$ cat src/hdl/assert_macros.svh
// ----------------------------------------------------------------------------
// Assertion macros
// Shared concurrent assertion forms on clk with synchronous active-low reset.
// ----------------------------------------------------------------------------
`ifndef ASSERT_MACROS_SVH
`define ASSERT_MACROS_SVH

// Check a property on every rising edge of clk, ignored while in reset.
`define ASSERT_CLK(lbl, prop) \
  lbl: assert property (@(posedge clk) disable iff (!rst_n) prop) \
    else $error("assertion failed");

// Check that an antecedent leads to a consequent in the next cycle.
`define ASSERT_NEXT(lbl, ante, cons) \
  `ASSERT_CLK(lbl, (ante) |=> (cons))

`endif

$ cat src/hdl/skxg_pkg.sv
// ----------------------------------------------------------------------------
// Seed key generator package
// Widths, round constants, mask table and sequencer states.
// ----------------------------------------------------------------------------
package skxg_pkg;

  localparam int unsigned WordW  = 32;
  localparam int unsigned CountW = 7;

  localparam logic [CountW-1:0] RoundBase = 7'h1F;

  typedef logic [WordW-1:0] word_t;
  typedef logic [CountW-1:0] count_t;

  typedef enum logic {
    ST_IDLE,
    ST_RUN
  } state_t;

  // Mask word chosen by the 4-bit selector.
  function automatic word_t mix_word(input logic [3:0] sel);
    word_t w;
    case (sel)
      4'd0:    w = 32'h14FA3579;
      4'd1:    w = 32'h27CD3964;
      4'd2:    w = 32'h1777FE32;
      4'd3:    w = 32'h9931AF12;
      4'd4:    w = 32'h75DB3A49;
      4'd5:    w = 32'h19294CAA;
      4'd6:    w = 32'hFF18CD76;
      4'd7:    w = 32'h0788236D;
      4'd8:    w = 32'h5A6F7CBB;
      4'd9:    w = 32'h7A992254;
      4'd10:   w = 32'hADFD5414;
      4'd11:   w = 32'h343CFBCB;
      4'd12:   w = 32'hC2F51639;
      4'd13:   w = 32'h6A6D5813;
      4'd14:   w = 32'h3729FF68;
      4'd15:   w = 32'h22A2C751;
      default: w = '0;
    endcase
    return w;
  endfunction

  // Round count: base plus six scattered seed bits (weight 32 never set).
  function automatic count_t round_count(input word_t s);
    count_t c;
    c = {s[0], 1'b0, s[9], s[1], s[11], s[2], s[5]};
    return c + RoundBase;
  endfunction

  function automatic logic [3:0] mask_sel(input word_t s);
    return {s[0], s[1], s[2], s[9]};
  endfunction

endpackage

$ cat src/hdl/seed_key_shift_xor_generator_unit.sv
// ----------------------------------------------------------------------------
// Seed key shift-xor generator
// Turns a 32-bit access seed into a 32-bit key over 31 to 126 rounds.
// ----------------------------------------------------------------------------
// Usage:
//   Present a seed on in_seed_word with in_valid; it is taken when in_ready is
//   high. The key appears on out_key_word with out_valid and holds until
//   out_ready takes it.
//   One request runs through a single shift-xor round unit, one round per
//   cycle unless its last round is held for the output register. The round
//   count is 31 plus six seed bits; the seed is first loaded, then the key
//   comes out of the last round. in_ready is low while the rounds run, so a
//   new seed is taken only once the running request is back in idle.
//   The finished key sits in an output register, so the next seed is taken
//   while a key still waits. If the receiver stalls that long, the running
//   request holds before its last round until the output register frees up.
//   Reset (rst_n low, synchronous) returns the sequencer to idle and drops
//   any pending key.
// ----------------------------------------------------------------------------
`include "assert_macros.svh"

module seed_key_shift_xor_generator_unit (
  input  logic            clk,
  input  logic            rst_n,
  input  logic            in_valid,
  output logic            in_ready,
  input  skxg_pkg::word_t in_seed_word,
  output logic            out_valid,
  input  logic            out_ready,
  output skxg_pkg::word_t out_key_word
);
  import skxg_pkg::*;

  state_t state_r, state_nxt;
  count_t cnt_r, cnt_nxt;
  word_t  word_r, word_nxt;
  word_t  mask_r, mask_nxt;
  word_t  key_r, key_nxt;
  logic   out_valid_r, out_valid_nxt;
  word_t  round_out;
  logic   last_round;
  logic   advance;

  skxg_round u_round (
    .word_i (word_r),
    .mask_i (mask_r),
    .word_o (round_out)
  );

  assign in_ready     = (state_r == ST_IDLE);
  assign out_valid    = out_valid_r;
  assign out_key_word = key_r;

  assign last_round = (cnt_r == count_t'(1));
  // Hold the last round while the previous key is still unclaimed.
  assign advance    = !(last_round && out_valid_r && !out_ready);

  always_comb begin
    state_nxt     = state_r;
    cnt_nxt       = cnt_r;
    word_nxt      = word_r;
    mask_nxt      = mask_r;
    key_nxt       = key_r;
    out_valid_nxt = out_valid_r;
    if (out_valid_r && out_ready) begin
      out_valid_nxt = 1'b0;
    end
    case (state_r)
      ST_IDLE: begin
        if (in_valid) begin
          word_nxt  = in_seed_word;
          mask_nxt  = mix_word(mask_sel(in_seed_word));
          cnt_nxt   = round_count(in_seed_word);
          state_nxt = ST_RUN;
        end
      end
      ST_RUN: begin
        if (advance) begin
          word_nxt = round_out;
          cnt_nxt  = cnt_r - count_t'(1);
          if (last_round) begin
            key_nxt       = round_out;
            out_valid_nxt = 1'b1;
            state_nxt     = ST_IDLE;
          end
        end
      end
      default: state_nxt = ST_IDLE;
    endcase
  end

  always_ff @(posedge clk) begin
    if (!rst_n) begin
      state_r     <= ST_IDLE;
      out_valid_r <= 1'b0;
      cnt_r       <= '0;
    end else begin
      state_r     <= state_nxt;
      out_valid_r <= out_valid_nxt;
      cnt_r       <= cnt_nxt;
    end
  end

  always_ff @(posedge clk) begin
    word_r <= word_nxt;
    mask_r <= mask_nxt;
    key_r  <= key_nxt;
  end

  `ASSERT_CLK(a_run_cnt_nonzero, (state_r == ST_RUN) |-> (cnt_r != '0))
  `ASSERT_NEXT(a_accept_starts_run, in_valid && in_ready, state_r == ST_RUN)
  `ASSERT_CLK(a_key_from_last_round,
    $rose(out_valid_r) |-> $past(state_r == ST_RUN && cnt_r == count_t'(1)))

endmodule

$ cat src/hdl/skxg_round.sv
// ----------------------------------------------------------------------------
// Seed key round unit
// One shift-left round; fold in the mask when the dropped top bit was set.
// ----------------------------------------------------------------------------
module skxg_round (
  input  skxg_pkg::word_t word_i,
  input  skxg_pkg::word_t mask_i,
  output skxg_pkg::word_t word_o
);
  import skxg_pkg::*;

  word_t shifted;

  assign shifted = {word_i[WordW-2:0], 1'b0};
  assign word_o  = word_i[WordW-1] ? (shifted ^ mask_i) : shifted;

endmodule
$ cat config.mk
export PLATFORM = sky130hd
export DESIGN_NAME = seed_key_shift_xor_generator_unit
export DESIGN_NICKNAME = d
export VERILOG_FILES = /design/src/hdl/skxg_pkg.sv /design/src/hdl/seed_key_shift_xor_generator_unit.sv /design/src/hdl/skxg_round.sv
export VERILOG_INCLUDE_DIRS = /design/src /design/src/hdl
export SDC_FILE = /design/constraint.sdc
export NUM_CORES = 1
export LEC_CHECK = 0
export BUFFER_PORTS_ARGS = -buffer_cell sky130_fd_sc_hd__buf_2
export CAP_MARGIN = 30
export CELL_PAD_IN_SITES_DETAIL_PLACEMENT = 1
export CELL_PAD_IN_SITES_GLOBAL_PLACEMENT = 2
export CORE_MARGIN = 2
export CORE_UTILIZATION = 43
export CTS_BUF_LIST = sky130_fd_sc_hd__clkbuf_8
export DETAILED_ROUTE_END_ITERATION = 8
export HOLD_SLACK_MARGIN = 0.12
export PLACE_DENSITY = 0.9
export SLEW_MARGIN = 0
export SYNTH_ARGS = -nofsm -noshare
export SYNTH_HDL_FRONTEND = slang
export SYNTH_SLANG_ARGS = --single-unit
export TNS_END_PERCENT = 10
$ cat constraint.sdc
create_clock -name clk -period 6.6 [get_ports clk]
set_clock_uncertainty 0.2 [all_clocks]
set_input_delay 0.99 -clock clk [delete_from_list [all_inputs] [get_ports clk]]
set_output_delay 0.99 -clock clk [all_outputs]
set_load 0.01 [all_outputs]
# After elaboration in Yosys (flattened, before gate mapping)

Memories as Yosys holds them, arrays and structs flattened. A register that Yosys moved wholly into a read port is not among the register bits.
Index checks and enable logic that the tools add are counted.

Flip-flop bits (word level): 73
ROM bits: 512
Bits of input ports: 36
Output and inout port bits: 34
Logic and storage cells: 36
Memories kept: 1

Memories:

| memory          | words | width | read ports | clocked after Yosys merged registers in | wr ports | RTL line       | source |
|---|---|---|---|---|---|---|---|
| (no name shown) | 16    | 32    | 1          | 1                                       | 0        | skxg_pkg.sv:23 | `case (sel)` |

$add $sub $neg: 2
Equal/unequal tests: 3
Multiplexer cells: 15
Bitwise operators: 3
Reductions and logical operators: 7

Operators with widths:

| kind                                                                  | count |
|---|---|
| 32-bit 2-to-1 mux                                                     | 3 |
| 32-bit one-hot mux with 2 select lines                                | 1 |
| 32-bit bitwise XOR                                                    | 1 |
| 7-bit 2-to-1 mux                                                      | 2 |
| 7-bit one-hot mux with 2 select lines                                 | 1 |
| 7-bit by 5-bit adder with 7-bit output, second input constant         | 1 |
| 7-bit by 1-bit equality test with 1-bit output, second input constant | 1 |
| 1-bit 2-to-1 mux                                                      | 7 |
| 7-bit by 1-bit subtractor with 7-bit output, second input constant    | 1 |
| 2-bit inequality test, second input constant                          | 2 |
| 2-bit AND reduction                                                   | 2 |
| 1-bit logical AND                                                     | 3 |
| 3-bit AND reduction                                                   | 1 |
| 1-bit NOT                                                             | 2 |
| 1-bit one-hot mux with 2 select lines                                 | 1 |
| 1-bit zero test                                                       | 1 |

# Depth between registers and ports, before layout

Word-level depth: 5
Gate-level depth with buffers: 7
Mapped depth without buffers: 6

# Hierarchy

From an unflattened synthesis, not the netlist that was laid out.

Cell total of the unflattened synthesis: 408
Area, all modules: 5,053.6 µm²

By module, submodules not included:

| module                            | times used | cells an instance | area an instance (µm²) | sequential area each (µm²) |
|---|---|---|---|---|
| seed_key_shift_xor_generator_unit | 1          | 342               | 4,625.7                | 3,062.9 |
| skxg_round                        | 1          | 66                | 427.9                  | 0.0 |

# Worst setup path after synthesis

OpenSTA, ideal clock, no wires.

Kind: in2reg
Start: in in_valid
End: reg cnt_r[6]
Setup time: 118 ps
Arrival time: 2,987 ps
Data required time: 6,282 ps
Slack: 3,295 ps
Stages on the path: 4
Path buffers: 0
Path through: nor2b_1 a31o_2 a31oi_1 a31o_1

Cells in the longest elaborated chain, start to end: 2

Ends and longest elaborated chain:

| what                                   | RTL line                                 | source |
|---|---|---|
| from (decl)                            | seed_key_shift_xor_generator_unit.sv:25  | `input logic in_valid,` |
| 2-bit inequality test (no source line) | n/a                                      |  |
| 2-bit AND reduction (no source line)   | n/a                                      |  |
| to (signal assigned)                   | seed_key_shift_xor_generator_unit.sv:100 | `cnt_r <= cnt_nxt;` |
| to (decl)                              | seed_key_shift_xor_generator_unit.sv:35  | `count_t cnt_r, cnt_nxt;` |

No other way between the ends.
A chain may end at the register's enable or synchronous reset.

# Worst setup path after layout

Start: reg state_r
End: out in_ready

Cells in the longest elaborated chain, start to end: 1

Ends and longest elaborated chain:

| what                   | RTL line                                | source |
|---|---|---|
| from (decl)            | seed_key_shift_xor_generator_unit.sv:34 | `state_t state_r, state_nxt;` |
| from (signal assigned) | seed_key_shift_xor_generator_unit.sv:98 | `state_r <= state_nxt;` |
| 1-bit NOT              | n/a                                     |  |
| to (decl)              | seed_key_shift_xor_generator_unit.sv:26 | `output logic in_ready,` |

No other way between the ends.

==> flow_summary.yaml <==
run_status:
  status: "finished, final reports clean"
synthesis:
  synth_nets: 458
  yosys_register_bits: 105
  netlist.area_leader.share_pct: 57.2
  synth_commonest_cells: "edfxtp_1, nand2_1, xnor2_1"
  yosysSeqAreaShare_pct: 60.8
  synth.distinct_cells: 51
  syn_area_um2: 5040
  synth_most_common_cell: "edfxtp_1"
  yosysTopAreaCell: "edfxtp_1"
  synthFlopType: "edfxtp_1"
  yosys-top-cells-area: "edfxtp_1, xnor2_1, mux2_2, nand2_1, dfxtp_1"
  async_flop_share_pct: 0
  syn_area_per_cell_um2: 12.3
  yosysWarnings: 0
  synth_edf_count: 96
  syn_inst: 411
clocking:
  cts_tree: "built"
  cts.clk_slew.worst_paths_ps: 110
  clk_latency_ps: 380
  cts_buffer_depth: 2
  cts.sinks: 105
  h-tree-depth: 3
  hold_buffers: 0
  postCtsSetupBuffers: 0
  cts-resized-gates: 0
  cts-buffers-inserted: 9
  clockRootBuffer: "clkbuf_8"
power_and_ir_drop:
  power.share.clock_pct: 28.0
  power_switching_share_pct: 27.5
  switchingPower_w: 0.000418
  power_w: 0.00152
  ir_worst_vdd_mv: 0.116
  combPwrFrac_pct: 17.2
  cellLeakagePower_nw: 2.15
  internal_power_w: 0.00110
  power_frac_seq_pct: 54.8
  powerDensity_nw_per_um2: 263
drt:
  ant_nets: 0
  wl_met1_mm: 5.13
  wirelength_mm: 11.5
  dr.first_iter.drc_count: 201
  via_count: 3357
  met2_length_mm: 5.66
  routedWlPerCell_um: 18.5
  highest_layer: "met4"
  met3_length_um: 422
  remaining_drc_errors: 0
  vias_per_cell: 5.41
  first_pass_iters: 4
floorplan:
  die_w_um: 112
  dieArea_um2: 12600
  fp.dieH_um: 112
  coreArea_um2: 11400
  rows: 39
  ios: 70
  start_util_pct: 44.1
timing:
  setup_viol: 0
  slew_headroom_pct: 32.6
  finalHoldViolCount: 0
  fmax_ghz: 0.364
  hold_ws_ps: 321
  worst_pin_slew_ps: 1010
  fin_ws_ps: 3850
  tns_ps: 0
  finalCriticalPeriod_ps: 2750
  rsz0062_at_grt: "no"
  slew_violations: 0
  fin_crit_sh_pct: 41.6
run:
  drv_cap: 0
global_routing:
  grt_pass1_vias: 3577
  grt_usage_pct: 18.9
  grt_pass1_wl_mm: 18.6
  grt_overflow: 0
  antenna_found_initial: 0
  grt_max_degree: 60
place:
  dpl_cell_area_um2: 5510
  io_buffer_count: 69
  place.gp.congestion: 0.890
  dp_worst_setup_slack_ps: 3590
  hpwl_mm: 7.91
setup_path:
  path_cells: "buf_4 > inv_2 > buf_2"
  crit_slowest_cell: "buf_4"
  start_kind: "flop"
  crit_path_max_incr_delay_ps: 520
  worstSetupEndpointType: "output port"
  crit_arrival_ps: 1560
  worstSetupPathType: "reg2out"
  path_max_fanout: 52
  cp.required_ps: 5410
min_path:
  hold_path_class: "reg2reg"
final_layout:
  n_antenna_cell: 0
  fin_nets: 520
  fin_area_um2: 5780
  synthToLayoutAreaGrowth_pct: 14.6
  fillers: 1242
  drive_above_1_share_pct: 26.8
-- registers in the layout, indices dropped and copies added, names as in the netlist --
register / count
mask_r: 32
out_valid: 1
state_r: 1
cnt_r: 7
out_key_word: 32
word_r: 32
-- path summary, 6_finish.rpt --
path              cells after the start  slack (ps)  endpoint     start
hold reg to reg                       2         320  cnt_r[2]  cnt_r[2]
setup reg to reg                      6        3930  cnt_r[1]   state_r
hold / removal                        2         320  cnt_r[2]  cnt_r[2]
setup / recovery                      3        3850  in_ready   state_r
-- placed cells by master, fill, tap and decap left out, types with 7 or more instances in the layout --
master / netlist / final
a21oi_1: 22 / 22
buf_2: 9 / 69
clkbuf_8: 0 / 9
dfxtp_1: 9 / 8
edfxtp_1: 96 / 96
ha_1: 11 / 11
inv_1: 10 / 10
mux2_2: 24 / 24
nand2_1: 57 / 57
nand3_1: 7 / 7
nor2_1: 21 / 20
nor3_1: 7 / 7
o21ai_0: 10 / 10
xnor2_1: 35 / 35
-- power by group through the flow --
| stage | clock network (W) | logic, W | registers (W) |
|---|---|---|---|
| after global routing | 0.000460 | 0.000292 | 0.000840 |
| after detailed placement | 0 | 0.000249 | 0.000856 |
| final | 0.000426 | 0.000261 | 0.000834 |
| after floorplan | 0 | 0.000182 | 0.000845 |
| after CTS | 0.000440 | 0.000251 | 0.000841 |
| after global placement | 0 | 0.000240 | 0.000853 |
-- logic make-up (layout without fill, tap and decap cells) --
| family | after synthesis | in the layout | synth area share (%) |
|---|---|---|---|
| xor gates and xnor gates | 37 | 37 | 6.43 |
| AOI/OAI and AO/OA | 76 | 76 | 9.85 |
| and+or+nand+nor | 117 | 117 | 10.8 |
| adders and majority gates | 11 | 11 | 2.73 |
| muxes | 30 | 30 | 6.60 |
| buffers and inverters | 35 | 102 | 2.83 |
| DFF | 105 | 105 | 60.8 |
-- layer usage --
layer | track usage [%] | vias to the layer above
li1 | - | 1617
met1 | 24.7 | 1641
met2 | 31.4 | 80
met3 | 2.75 | 19
met4 | 8.78 | 0
met5 | 0 | -
-- worst max-delay path, delay by kind of cell (launching register included) --
family | cells | cell delay [ps]
flip-flops | 1 | 340
buffers and inverters | 3 | 840
-- metrics by stage --
| stage | utilization [%] | cells |
|---|---|---|
| 2_1_floorplan | - | 411 |
| 3_3_place_gp | 48.3 | 603 |
| 3_5_place_dp | 48.3 | 603 |
| 4_1_cts | 50.1 | 619 |
| 5_1_grt | 50.6 | 621 |
| 6_report | 50.6 | 621 |
-- layout make-up --
type                       count  area (um2)  area share [%]
multi-input combinational    271        1850            32.1
clock inverter                 7        87.6            1.52
tap                          143         179            3.10
clock buffer                   9         124            2.14
sequential                   105        3060            53.0
timing repair buffer          74         423            7.32
inverter                      12        45.0           0.780
Power figures use the tool's default switching activity.
